File: src/rtl/core/mdtq_pkg.sv
// ---------------------------------------------------------------------------
// mdtq_pkg
// Types and fixed constants shared by the timer queue modules.
// ---------------------------------------------------------------------------
`default_nettype none

package mdtq_pkg;

	// Item kinds.
	localparam logic MODE_ARM = 1'b0;
	localparam logic MODE_CMP = 1'b1;

	// Tick scale codes.
	localparam logic [2:0] SCALE_2US  = 3'd0;
	localparam logic [2:0] SCALE_4US  = 3'd1;
	localparam logic [2:0] SCALE_8US  = 3'd2;
	localparam logic [2:0] SCALE_16US = 3'd3;
	localparam logic [2:0] SCALE_64US = 3'd4;
	localparam logic [2:0] SCALE_STOP = 3'd5;

	// Compare value when the shortest delay is not short.
	localparam logic [7:0] CMP_FULL = 8'd250;

	// Thresholds on the shortest delay, in microseconds.
	localparam int unsigned DLY_T_64US = 16000;
	localparam int unsigned DLY_T_16US = 4000;
	localparam int unsigned DLY_T_8US  = 2000;
	localparam int unsigned DLY_T_4US  = 1000;
	localparam int unsigned DLY_T_HALF = 500;

	// Width of an aging amount: 255 ticks of 64 us.
	localparam int unsigned AMT_W = 14;

	// Control from the walk sequencer to the minimum tracker.
	typedef struct packed {
		logic clr;
		logic upd;
	} min_ctl_t;

endpackage

`default_nettype wire

File: src/rtl/core/mdtq_if.sv
// ---------------------------------------------------------------------------
// mdtq channel interfaces
// Valid/ready channels for input items and result beats.
// ---------------------------------------------------------------------------
`default_nettype none

interface mdtq_in_if;
	logic        valid;
	logic        ready;
	logic        mode;
	logic [31:0] delay;
	logic [3:0]  waiter_id;
	logic [7:0]  elapsed_count;

	modport source (output valid, mode, delay, waiter_id, elapsed_count, input ready);
	modport sink   (input valid, mode, delay, waiter_id, elapsed_count, output ready);
endinterface

interface mdtq_out_if;
	logic       valid;
	logic       ready;
	logic       expired_valid;
	logic [3:0] expired_waiter;
	logic       arm_rejected;
	logic [2:0] prescale_code;
	logic [7:0] compare_value;
	logic       last;

	modport source (output valid, expired_valid, expired_waiter, arm_rejected,
		prescale_code, compare_value, last, input ready);
	modport sink   (input valid, expired_valid, expired_waiter, arm_rejected,
		prescale_code, compare_value, last, output ready);
endinterface

`default_nettype wire

File: src/rtl/core/mdtq_settings.sv
// ---------------------------------------------------------------------------
// mdtq_settings
// Tracks the shortest surviving delay during a walk and maps it to the
// timer tick scale and compare value.
// ---------------------------------------------------------------------------
`default_nettype none

module mdtq_settings #(
	parameter int unsigned DELAY_WIDTH = 32
) (
	input  wire logic                   clk,
	input  wire logic                   arst_n,
	input  wire mdtq_pkg::min_ctl_t     ctl,
	input  wire logic [DELAY_WIDTH-1:0] value,
	output logic      [2:0]             prescale_code,
	output logic      [7:0]             compare_value
);

	logic [DELAY_WIDTH-1:0] min_q;
	logic                   min_valid_q;

	// Running minimum; empty until the first surviving entry arrives.
	always_ff @(posedge clk or negedge arst_n) begin
		if (!arst_n) begin
			min_valid_q <= 1'b0;
			min_q       <= '0;
		end else if (ctl.clr) begin
			min_valid_q <= 1'b0;
		end else if (ctl.upd) begin
			min_valid_q <= 1'b1;
			if (!min_valid_q || value < min_q) begin
				min_q <= value;
			end
		end
	end

	// Threshold ladder on the minimum.
	always_comb begin
		compare_value = mdtq_pkg::CMP_FULL;
		if (!min_valid_q) begin
			prescale_code = mdtq_pkg::SCALE_STOP;
		end else if (min_q >= DELAY_WIDTH'(mdtq_pkg::DLY_T_64US)) begin
			prescale_code = mdtq_pkg::SCALE_64US;
		end else if (min_q >= DELAY_WIDTH'(mdtq_pkg::DLY_T_16US)) begin
			prescale_code = mdtq_pkg::SCALE_16US;
		end else if (min_q >= DELAY_WIDTH'(mdtq_pkg::DLY_T_8US)) begin
			prescale_code = mdtq_pkg::SCALE_8US;
		end else if (min_q >= DELAY_WIDTH'(mdtq_pkg::DLY_T_4US)) begin
			prescale_code = mdtq_pkg::SCALE_4US;
		end else begin
			prescale_code = mdtq_pkg::SCALE_2US;
			if (min_q < DELAY_WIDTH'(mdtq_pkg::DLY_T_HALF)) begin
				compare_value = min_q[8:1];
			end
		end
	end

endmodule

`default_nettype wire

File: src/rtl/core/multi_delay_timer_queue.sv
// ---------------------------------------------------------------------------
// multi_delay_timer_queue
// Queue of pending delays driven by one 8-bit compare timer: ages every
// entry, reports expiries, compacts, appends armed delays and chooses the next timer settings.
// ---------------------------------------------------------------------------
//  channel  | role   | beat contents
//  ---------+--------+--------------------------------------------------
//  item     | sink   | mode, delay, waiter_id, elapsed_count
//  result   | source | expired_valid, expired_waiter, arm_rejected,
//           |        | prescale_code, compare_value, last
//
// Each entry is read in the read state and aged, written back or reported in
// the evaluate state, where an expiry waits while the result channel stalls,
// so the entry memory never sees a read and a write in the same cycle.
// Reset clears the entry count and the timer settings; the memory needs no
// clearing. A stalled result channel holds the walk at the next expiry or at
// the final beat; a new item is taken while the final beat still waits.
// ---------------------------------------------------------------------------
`default_nettype none

module multi_delay_timer_queue #(
	parameter int unsigned QUEUE_DEPTH = 8,
	parameter int unsigned DELAY_WIDTH = 32
) (
	input wire logic   clk,
	input wire logic   arst_n,
	mdtq_in_if.sink    item,
	mdtq_out_if.source result
);

	localparam int unsigned CW = $clog2(QUEUE_DEPTH + 1);
	localparam int unsigned AW = (QUEUE_DEPTH > 1) ? $clog2(QUEUE_DEPTH) : 1;

	typedef enum logic [2:0] {
		ST_IDLE,
		ST_READ,
		ST_EVAL,
		ST_APPEND,
		ST_FINAL
	} state_t;

	state_t state_q;

	// Entry memory.
	logic [DELAY_WIDTH-1:0] mem_dly [QUEUE_DEPTH];
	logic [3:0]             mem_wid [QUEUE_DEPTH];
	logic [DELAY_WIDTH-1:0] rd_dly_q;
	logic [3:0]             rd_wid_q;
	logic                   mem_we;
	logic [AW-1:0]          mem_waddr;
	logic [DELAY_WIDTH-1:0] mem_wdly;
	logic [3:0]             mem_wwid;

	// Item context and walk pointers.
	logic                      mode_q;
	logic [DELAY_WIDTH-1:0]    delay_q;
	logic [3:0]                wid_q;
	logic [mdtq_pkg::AMT_W-1:0] amount_q;
	logic [CW-1:0]             idx_q;
	logic [CW-1:0]             wr_q;
	logic [CW-1:0]             cnt_q;
	logic                      rej_q;

	// Timer settings in force.
	logic [2:0] scale_q;
	logic [7:0] cmp_q;

	// Output register.
	logic       out_valid_q;
	logic       exp_valid_q;
	logic [3:0] exp_waiter_q;
	logic       rej_out_q;
	logic [2:0] code_out_q;
	logic [7:0] cmp_out_q;
	logic       last_q;

	logic [mdtq_pkg::AMT_W-1:0] amount_new;
	logic [7:0]                 amount_base;
	logic [DELAY_WIDTH-1:0]     amount_ext;
	logic [DELAY_WIDTH-1:0]     aged;
	logic                       expire;
	logic                       slot_free;
	logic                       load_beat;
	logic                       walk_done;
	logic                       full;
	logic [CW-1:0]              idx_next;
	logic                       accept;
	mdtq_pkg::min_ctl_t         min_ctl;
	logic [2:0]                 set_code;
	logic [7:0]                 set_cmp;

	assign item.ready = (state_q == ST_IDLE);
	assign accept     = item.valid && item.ready;

	assign result.valid          = out_valid_q;
	assign result.expired_valid  = exp_valid_q;
	assign result.expired_waiter = exp_waiter_q;
	assign result.arm_rejected   = rej_out_q;
	assign result.prescale_code  = code_out_q;
	assign result.compare_value  = cmp_out_q;
	assign result.last           = last_q;

	// Aging amount: ticks times the current scale, a shift chosen by the scale code.
	assign amount_base = (item.mode == mdtq_pkg::MODE_CMP) ? cmp_q : item.elapsed_count;
	always_comb begin
		case (scale_q)
			mdtq_pkg::SCALE_2US:  amount_new = mdtq_pkg::AMT_W'(amount_base) << 1;
			mdtq_pkg::SCALE_4US:  amount_new = mdtq_pkg::AMT_W'(amount_base) << 2;
			mdtq_pkg::SCALE_8US:  amount_new = mdtq_pkg::AMT_W'(amount_base) << 3;
			mdtq_pkg::SCALE_16US: amount_new = mdtq_pkg::AMT_W'(amount_base) << 4;
			mdtq_pkg::SCALE_64US: amount_new = mdtq_pkg::AMT_W'(amount_base) << 6;
			default:              amount_new = '0;
		endcase
	end

	// Saturating age of the entry just read.
	assign amount_ext = DELAY_WIDTH'(amount_q);
	assign aged       = (rd_dly_q > amount_ext) ? (rd_dly_q - amount_ext) : '0;
	assign expire     = (mode_q == mdtq_pkg::MODE_CMP) && (aged == '0);

	assign slot_free = !out_valid_q || result.ready;
	assign idx_next  = idx_q + CW'(1);
	assign walk_done = (idx_next == cnt_q);
	assign full      = (wr_q == CW'(QUEUE_DEPTH));

	// A beat enters the output register for an expiry or for the final beat.
	assign load_beat = slot_free &&
		((state_q == ST_EVAL && expire) || state_q == ST_FINAL);

	// Write port: survivors and armed delays are written at the compaction pointer, which
	// never runs ahead of the read pointer, so a read never meets a pending write.
	always_comb begin
		mem_we    = 1'b0;
		mem_waddr = wr_q[AW-1:0];
		mem_wdly  = aged;
		mem_wwid  = rd_wid_q;
		if (state_q == ST_EVAL && !expire) begin
			mem_we = 1'b1;
		end else if (state_q == ST_APPEND && !full) begin
			mem_we   = 1'b1;
			mem_wdly = delay_q;
			mem_wwid = wid_q;
		end
	end

	always_ff @(posedge clk) begin
		if (mem_we) begin
			mem_dly[mem_waddr] <= mem_wdly;
			mem_wid[mem_waddr] <= mem_wwid;
		end
		if (state_q == ST_READ) begin
			rd_dly_q <= mem_dly[idx_q[AW-1:0]];
			rd_wid_q <= mem_wid[idx_q[AW-1:0]];
		end
	end

	// Every entry that stays queued feeds the minimum.
	assign min_ctl.clr = accept;
	assign min_ctl.upd = mem_we;

	mdtq_settings #(
		.DELAY_WIDTH (DELAY_WIDTH)
	) u_settings (
		.clk           (clk),
		.arst_n        (arst_n),
		.ctl           (min_ctl),
		.value         (mem_wdly),
		.prescale_code (set_code),
		.compare_value (set_cmp)
	);

	// Sequencer, timer settings and output register.
	always_ff @(posedge clk or negedge arst_n) begin
		if (!arst_n) begin
			state_q      <= ST_IDLE;
			mode_q       <= mdtq_pkg::MODE_ARM;
			delay_q      <= '0;
			wid_q        <= '0;
			amount_q     <= '0;
			idx_q        <= '0;
			wr_q         <= '0;
			cnt_q        <= '0;
			rej_q        <= 1'b0;
			scale_q      <= mdtq_pkg::SCALE_STOP;
			cmp_q        <= mdtq_pkg::CMP_FULL;
			out_valid_q  <= 1'b0;
			exp_valid_q  <= 1'b0;
			exp_waiter_q <= '0;
			rej_out_q    <= 1'b0;
			code_out_q   <= '0;
			cmp_out_q    <= '0;
			last_q       <= 1'b0;
		end else begin
			if (load_beat) begin
				out_valid_q <= 1'b1;
			end else if (result.valid && result.ready) begin
				out_valid_q <= 1'b0;
			end
			case (state_q)
				ST_IDLE: begin
					if (accept) begin
						mode_q   <= item.mode;
						delay_q  <= DELAY_WIDTH'(item.delay);
						wid_q    <= item.waiter_id;
						amount_q <= amount_new;
						idx_q    <= '0;
						wr_q     <= '0;
						rej_q    <= 1'b0;
						if (cnt_q != '0) begin
							state_q <= ST_READ;
						end else if (item.mode == mdtq_pkg::MODE_ARM) begin
							state_q <= ST_APPEND;
						end else begin
							state_q <= ST_FINAL;
						end
					end
				end
				ST_READ: begin
					state_q <= ST_EVAL;
				end
				ST_EVAL: begin
					if (!expire || slot_free) begin
						if (expire) begin
							exp_valid_q  <= 1'b1;
							exp_waiter_q <= rd_wid_q;
							rej_out_q    <= 1'b0;
							code_out_q   <= '0;
							cmp_out_q    <= '0;
							last_q       <= 1'b0;
						end else begin
							wr_q <= wr_q + CW'(1);
						end
						idx_q <= idx_next;
						if (!walk_done) begin
							state_q <= ST_READ;
						end else if (mode_q == mdtq_pkg::MODE_ARM) begin
							state_q <= ST_APPEND;
						end else begin
							state_q <= ST_FINAL;
						end
					end
				end
				ST_APPEND: begin
					rej_q <= full;
					if (!full) begin
						wr_q <= wr_q + CW'(1);
					end
					state_q <= ST_FINAL;
				end
				ST_FINAL: begin
					if (slot_free) begin
						exp_valid_q  <= 1'b0;
						exp_waiter_q <= '0;
						rej_out_q    <= rej_q;
						code_out_q   <= set_code;
						cmp_out_q    <= set_cmp;
						last_q       <= 1'b1;
						scale_q      <= set_code;
						cmp_q        <= set_cmp;
						cnt_q        <= wr_q;
						state_q      <= ST_IDLE;
					end
				end
				default: begin
					state_q <= ST_IDLE;
				end
			endcase
		end
	end

endmodule

`default_nettype wire

File: src/flat_wrapper.sv
// flat-port wrapper written by rule: the top's interface ports become plain ports
module multi_delay_timer_queue_flat 
#(
	parameter int unsigned QUEUE_DEPTH = 8,
	parameter int unsigned DELAY_WIDTH = 32
)
  (clk, arst_n, item_valid, item_mode, item_delay, item_waiter_id, item_elapsed_count, item_ready, result_valid, result_expired_valid, result_expired_waiter, result_arm_rejected, result_prescale_code, result_compare_value, result_last, result_ready);
  mdtq_in_if item_i ();
  mdtq_out_if result_i ();
  input wire logic clk;
  input wire logic arst_n;
  input wire logic [$bits(item_i.valid)-1:0] item_valid;
  input wire logic [$bits(item_i.mode)-1:0] item_mode;
  input wire logic [$bits(item_i.delay)-1:0] item_delay;
  input wire logic [$bits(item_i.waiter_id)-1:0] item_waiter_id;
  input wire logic [$bits(item_i.elapsed_count)-1:0] item_elapsed_count;
  output wire logic [$bits(item_i.ready)-1:0] item_ready;
  output wire logic [$bits(result_i.valid)-1:0] result_valid;
  output wire logic [$bits(result_i.expired_valid)-1:0] result_expired_valid;
  output wire logic [$bits(result_i.expired_waiter)-1:0] result_expired_waiter;
  output wire logic [$bits(result_i.arm_rejected)-1:0] result_arm_rejected;
  output wire logic [$bits(result_i.prescale_code)-1:0] result_prescale_code;
  output wire logic [$bits(result_i.compare_value)-1:0] result_compare_value;
  output wire logic [$bits(result_i.last)-1:0] result_last;
  input wire logic [$bits(result_i.ready)-1:0] result_ready;
  assign item_i.valid = item_valid;
  assign item_i.mode = item_mode;
  assign item_i.delay = item_delay;
  assign item_i.waiter_id = item_waiter_id;
  assign item_i.elapsed_count = item_elapsed_count;
  assign item_ready = item_i.ready;
  assign result_valid = result_i.valid;
  assign result_expired_valid = result_i.expired_valid;
  assign result_expired_waiter = result_i.expired_waiter;
  assign result_arm_rejected = result_i.arm_rejected;
  assign result_prescale_code = result_i.prescale_code;
  assign result_compare_value = result_i.compare_value;
  assign result_last = result_i.last;
  assign result_i.ready = result_ready;
  multi_delay_timer_queue #(.QUEUE_DEPTH(QUEUE_DEPTH), .DELAY_WIDTH(DELAY_WIDTH)) u_core (.clk(clk), .arst_n(arst_n), .item(item_i), .result(result_i));
endmodule
File: config.mk
export PLATFORM = sky130hd
export DESIGN_NAME = multi_delay_timer_queue_flat
export DESIGN_NICKNAME = d
export VERILOG_FILES = /design/src/rtl/core/mdtq_pkg.sv /design/src/rtl/core/mdtq_if.sv /design/src/rtl/core/mdtq_settings.sv /design/src/rtl/core/multi_delay_timer_queue.sv /design/src/flat_wrapper.sv
export SDC_FILE = /design/constraint.sdc
export NUM_CORES = 1
export LEC_CHECK = 0
export ABC_AREA = 0
export BUFFER_PORTS_ARGS = -buffer_cell sky130_fd_sc_hd__buf_4
export CAP_MARGIN = 20
export CORE_MARGIN = 3
export CORE_UTILIZATION = 50
export DETAILED_ROUTE_END_ITERATION = 16
export GPL_ROUTABILITY_DRIVEN = 0
export PLACE_DENSITY = 0.66
export SETUP_SLACK_MARGIN = 0.15
export SLEW_MARGIN = 0
export SYNTH_ARGS = -nofsm -noshare
export SYNTH_HDL_FRONTEND = slang
export SYNTH_HIERARCHICAL = 1
export SYNTH_SLANG_ARGS = --single-unit
File: constraint.sdc
create_clock -name clk -period 8.97 [get_ports clk]
set_input_delay 0.4485 -clock clk [delete_from_list [all_inputs] [get_ports clk]]
set_output_delay 0.4485 -clock clk [all_outputs]
set_load 0.05 [all_outputs]
### Yosys cells after proc, flatten, opt, wreduce, memory -nomap -nowiden

Memory sizes are Yosys's and may differ from the RTL's. A register that Yosys moved wholly into a read port is not among the register bits.
Cells that the tools add are included.

* add/sub/neg operators: 3
* magnitude comparators: 7
* equal/unequal tests: 16
* muxes and demuxes: 65
* bitwise gates (word level): 1
* reductions and logical operators: 33

Operator list (count)
* 32-bit two-way mux: 3
* 8-bit two-way mux: 10
* 14-bit one-hot mux with 5 select lines: 1
* 4-bit two-way mux: 10
* 3-bit two-way mux: 12
* 32-bit by 10-bit >= comparator with 1-bit output (second input constant): 1
* 32-bit by 11-bit >= comparator with 1-bit output (second input constant): 1
* 32-bit by 12-bit >= comparator with 1-bit output (second input constant): 1
* 32-bit by 14-bit >= comparator with 1-bit output (second input constant): 1
* 32-bit by 14-bit greater-than comparator with 1-bit output: 1
* 32-bit zero test: 1
* 32-bit < comparator: 1
* 32-bit by 9-bit < comparator with 1-bit output (second input constant): 1
* 32-bit by 14-bit subtractor with 32-bit output: 1
* 1-bit two-way mux: 17
* 4-bit one-hot mux with 2 select lines: 2
* 8-bit one-hot mux with 2 select lines: 1
* 3-bit one-hot mux with 5 select lines: 1
* 3-bit by 2-bit == test with 1-bit output (second input constant): 4
* 4-bit one-hot mux with 3 select lines: 1
* 2-bit nonzero test: 5
* 3-bit AND reduction: 3
* 4-bit by 1-bit adder with 4-bit output (second input constant): 2
* 2-bit != test (second input constant): 4
* other kinds (18): 40

* bits in registers: 130
* RAM bits: 288
* input port bits: 49
* output and inout bits: 20
* word-level logic and storage cells: 147
* memories: 2

Memories
* u_core.mem_dly: depth 8, width 32, rd ports 1, clocked after memory_dff 1, write ports 1, RTL line multi_delay_timer_queue.sv:45 `logic [DELAY_WIDTH-1:0] mem_dly [QUEUE_DEPTH];`
* u_core.mem_wid: depth 8, width 4, rd ports 1, clocked after memory_dff 1, write ports 1, RTL line multi_delay_timer_queue.sv:46 `logic [3:0] mem_wid [QUEUE_DEPTH];`

### Longest topological paths before layout

* depth in word-level cells: 10
* mapped depth: 21

### Hierarchy

Netlist, hierarchy kept.

By module, submodules not included
* multi_delay_timer_queue: times used 1, cells each 1264, area an instance 18124.9 µm², sequential area each 12141.6 µm²
* mdtq_settings: times used 1, cells each 221, area an instance 2358.5 µm², sequential area each 825.8 µm²

### Worst setup path after synthesis

No wires, ideal clock.

* path kind: register to register
* from: register u_core.rd_dly_q[4], read port of u_core.mem_dly
* to: memory u_core.mem_dly[2][0], enable pin
* data arrival time: 5.565 ns
* required time: 8.496 ns
* path slack: 2.931 ns
* stages on the path, launching flop included: 13
* cell sequence: edfxtp_1 -> ha_1 -> a21o_2 -> a21oi_1 -> a2111oi_4 -> or4_1 -> xor2_1 -> nand4_1 -> nor4_1 -> a32oi_1 -> a21oi_2 -> or3_1 -> nor3_1

* word-level cells in the longest chain between the ends: 9
* elaborated cells between the ends (all ways): 10
* classes of those cells: add/sub: 1; order compare: 1; mux: 4; reduce/logical: 4

RTL lines
* start: declaration: RTL line multi_delay_timer_queue.sv:47 `logic [DELAY_WIDTH-1:0] rd_dly_q;`
* 32-bit by 14-bit subtractor with 32-bit output / 32-bit by 14-bit greater-than comparator with 1-bit output (equally long branches): RTL line multi_delay_timer_queue.sv:118 `assign aged = (rd_dly_q > amount_ext) ? (rd_dly_q - amount_ext) : '0;`
* 32-bit two-way mux *: RTL line multi_delay_timer_queue.sv:118
* 32-bit zero test *: RTL line multi_delay_timer_queue.sv:119 `assign expire = (mode_q == mdtq_pkg::MODE_CMP) && (aged == '0);`
* 1-bit logical AND *: RTL line multi_delay_timer_queue.sv:119
* 1-bit zero test *: RTL line multi_delay_timer_queue.sv:137 `if (state_q == ST_EVAL && !expire) begin`
* 1-bit logical AND *: RTL line multi_delay_timer_queue.sv:137
* 1-bit two-way mux *: RTL line multi_delay_timer_queue.sv:137
* 1-bit two-way mux *: RTL line multi_delay_timer_queue.sv:147 `if (mem_we) begin`
* 1-bit two-way mux (implied by the code) *: RTL line multi_delay_timer_queue.sv:148 `mem_dly[mem_waddr] <= mem_wdly;`
* end: declaration: RTL line multi_delay_timer_queue.sv:45

Mark *: on every way between the ends. The rest lies on a longest branch, timed or not.

### Worst setup path after layout

* from: register u_core.rd_dly_q[11], read port of u_core.mem_dly
* to: register u_core.u_settings.min_q[11]

* word-level cells in the longest chain between the ends: 10
* elaborated cells between the ends (all ways): 13
* classes of those cells: add/sub: 1; order compare: 2; mux: 4; reduce/logical: 6

RTL lines
* 32-bit by 14-bit subtractor with 32-bit output / 32-bit by 14-bit greater-than comparator with 1-bit output (equally long branches): RTL line multi_delay_timer_queue.sv:118
* 32-bit two-way mux *: RTL line multi_delay_timer_queue.sv:118
* 32-bit zero test: RTL line multi_delay_timer_queue.sv:119
* 1-bit logical AND: RTL line multi_delay_timer_queue.sv:119
* 1-bit zero test: RTL line multi_delay_timer_queue.sv:137
* 1-bit logical AND: RTL line multi_delay_timer_queue.sv:137
* 32-bit two-way mux *: RTL line multi_delay_timer_queue.sv:137
* via u_core.mem_wdly[11]: RTL line multi_delay_timer_queue.sv:51 `logic [DELAY_WIDTH-1:0] mem_wdly;`
* 32-bit < comparator: RTL line mdtq_settings.sv:31 `if (!min_valid_q || value < min_q) begin`
* 1-bit logical OR: RTL line mdtq_settings.sv:31
* 3-bit AND reduction (no line)
* end signal: assignment: RTL line mdtq_settings.sv:32 `min_q <= value;`
* end: declaration: RTL line mdtq_settings.sv:19 `logic [DELAY_WIDTH-1:0] min_q;`

The timed path passes the listed nets; every way through them passes the cells marked *.
A chain may end at the register's enable or synchronous reset.

==> impl_metrics.toml <==
[die]
boundaryPins = 69
die-area_um2 = 43430
rows = 73
die_x_um = 208.4
die_h_um = 208.4
coreArea_um2 = 40100
initial_core_util_pct = 51.08

[sta]
maxSlewViolCount = 0
worst_pin_slew_ns = 1.125
relSlewSlack_pct = 24.38
fin_worst_skew_ns = 0.01550
max_freq_ghz = 0.1599
finalWorstSetupSlack_ns = 2.715
period_minus_slack_ns = 6.255
hold_ws_ns = 0.05845
setup_tns_ns = 0
hold_violations = 0
setup_violations = 0
rsz0062_at_grt = "false"
fin_crit_sh_pct = 69.74

[synth]
async_flop_share_pct = 28.48
netlist_area_um2 = 20480
avgSynthCellArea_um2 = 13.79
synth_nets = 1583
synth_cells = 1485
ys.flop_type = "edfxtp_1"
ys_types = 75
ys_warn_count = 6
synth_edf_count = 324
ys_ff_latch = 453
yosysSeqAreaShare_pct = 63.31

[layout]
areaGrowthSynthToFinish_pct = 13.93
diodes = 0
fillers = 3135
layout-drive-gt1-share_pct = 23.15
final_common_cell = "edfxtp_1"
most-common-layout-cells = "edfxtp_1, nand2_1, dfrtp_1, buf_4, mux4_2"
multi_input_area_um2 = 7086
final_nets = 1679
final-seq-area_um2 = 12980
instances_no_fill = 2145

[pwr]
switching_share_pct = 35.67
power.internal_mw = 5.232
pwr-share-clk_pct = 24.1
p_leak_nw = 8.615
p_per_area_nw_per_um2 = 348.5
ir_worst_vdd_mv = 0.1515
power_frac_seq_pct = 40.4
combPwrFrac_pct = 35.5
p_sw_mw = 2.901

[placed_design]
port_buffers = 68
dpl.hpwl_um = 30680
dp_cells = 2044
place_ws_ns = 2.834

[clock_tree]
h-tree-depth = 2
cts_made_buffers = 47
cts_resized = 0
cts_buffer_depth = 3
root_buffer = "clkbuf_16"
cts_setup_buffers = 0
path_clk_slew_ns = 0.06
clkLatencyLatePin_ns = 0.58
clock_sinks = 453
cts_tree = "yes"

[critical_path]
cp_max_fo = 23
path_class = "flip-flop to flip-flop"
arrival_ns = 6.71
cp-end-kind = "flip-flop"
critPathLaunchType = "flip-flop"
critPathRequiredTime_ns = 9.43

[routing]
vias = 12650
viasPerCell = 5.896
ant_nets = 0
wire_per_inst_um = 22.89
dr.pass1.iters = 6
drc = 0
wirelength_um = 49100
drt_iter0_drc = 1473

[global_route]
grt_max_degree = 88
grt_pass1_wl_um = 76090
antenna_found_initial = 0
grt_overflow = 0
grt_pass1_vias = 12610
grt_use_total_pct = 22.80

[status]
status = "finished, final reports clean"

[hold_path]
hp-class = "input port to flip-flop"

[flow_run]
max_cap_violations = 0
kinds of logic (layout without fill, tap and decap cells):
group	count (synthesis)	count (layout)	share of synthesized area (%)
flops	453	453	63.31
xor+xnor	27	27	1.154
compound gates	199	199	6.506
fa+ha+maj	49	49	3.030
simple gates	472	472	10.46
mux	157	157	13.06
buf+inv	128	263	2.486
critical path, stage by stage (launching register included):
cell,delay [ns]
edfxtp_1,0.37
ha_1,0.44
nand3_1,0.28
or2_2,0.42
or3_1,0.32
nand3_1,0.12
o21ai_1,0.08
and2_1,0.33
buf_4,0.29
o31ai_1,0.93
ha_1,0.41
a21oi_1,0.16
o21ai_0,0.12
a21oi_1,0.21
o41ai_2,0.14
a41oi_4,0.53
buf_4,0.54
mux2_2,0.39
power groups by stage:
| stage | clock network (mW) | registers [mW] | logic, mW |
|---|---|---|---|
| after global routing | 2.09 | 3.33 | 3.18 |
| after global placement | 0 | 3.31 | 2.76 |
| final | 1.96 | 3.29 | 2.89 |
| after CTS | 2.00 | 3.29 | 2.84 |
| after detailed placement | 0 | 3.32 | 2.82 |
| after floorplan | 0 | 3.22 | 2.02 |
state kept, by name, indices dropped and copies added, names as in the netlist, 8 cells and up:
signal,flops
u_core/mem_dly,256
u_core/delay_q,32
u_core/mem_wid,32
u_core/rd_dly_q,32
u_core/u_settings/min_q,32
u_core/amount_q,13
u_core/cmp_q,8
u_core/result.compare_value,8
per-layer routing:
layer  track usage, %  part of all wire (%)
met1            33.17                    43
met2            36.22                    48
met3            3.061                   6.8
met4            7.045                   2.6
met5                0                     0
metrics by stage:
stage | total power, mW | area, um^2 | utilization (%)
global route | 8.602 | 23340 | 58.20
global placement | 6.072 | 21690 | 54.10
detailed placement | 6.149 | 21700 | 54.11
finish | 8.134 | 23340 | 58.20
CTS | 8.129 | 23270 | 58.04
floorplan | 5.239 | 20480 | -
Yosys cell counts (5+ instances only):
cell type    n  area, um^2
buf_2        5       25.02
xor2_1       7       61.31
a21oi_1     45       225.2
mux2i_1     13       130.1
a31oi_1      5       31.28
nor3_1      28       140.1
o211ai_1     5       37.54
nand3_1     14       70.07
nor4_1      17       106.4
and2_1       5       31.28
or3_1       13       81.33
edfxtp_1   324        9729
buf_1       15       56.30
inv_1       62       232.7
dfrtp_1    121        3028
o21a_1       5       37.54
nand2b_1    14       87.58
nor2b_1      5       31.28
nand4_1      8       50.05
o22ai_1      6       37.54
or2_2        5       31.28
mux2_4      30       450.4
and3_1       6       37.54
mux4_2      72        1622
nor2_1      52       195.2
o21ai_0     61       305.3
mux2_2      42       473.0
clkbuf_1    41       153.9
dfstp_2      8       210.2
ha_1        48       600.6
or4_1        5       37.54
nand2_1    280        1051
o31ai_1     22       165.2
xnor2_1     20       175.2
a22o_1      11       96.34
path summary, 6_finish.rpt:
path / start / to / slack, ns / cells after the start
setup / recovery: u_core/rd_dly_q[11]$_DFFE_PP_ / u_core/u_settings/min_q[11]$_DFFE_PN0P_ / 2.71 / 17
hold reg to reg: u_core/cmp_q[7]$_DFFE_PN1P_ / u_core/cmp_q[7]$_DFFE_PN1P_ / 0.46 / 2
max in group asynchronous: arst_n / u_core/delay_q[23]$_DFFE_PN0P_ / 7.24 / 3
hold / removal: item_delay[25] / u_core/delay_q[25]$_DFFE_PN0P_ / 0.06 / 3
min in group asynchronous: arst_n / u_core/result.compare_value[6]$_DFFE_PN0P_ / 0.55 / 2
setup reg to reg: u_core/rd_dly_q[11]$_DFFE_PP_ / u_core/u_settings/min_q[11]$_DFFE_PN0P_ / 2.71 / 17
cell type report:
type / count / share of cell area, %
clock inverter: 28 / 1.244
timing repair buffer: 111 / 3.480
clock buffer: 60 / 5.469
inverter: 64 / 1.029
multi-input combinational: 904 / 30.36
tap: 525 / 2.815
sequential: 453 / 55.60
repair_timing:
action	in CTS	in global routing
endpoints found under the hold margin	44	0
hold buffers	1	0
endpoints found under the setup margin	0	0
Note: power is estimated with default switching activity, not from simulation.
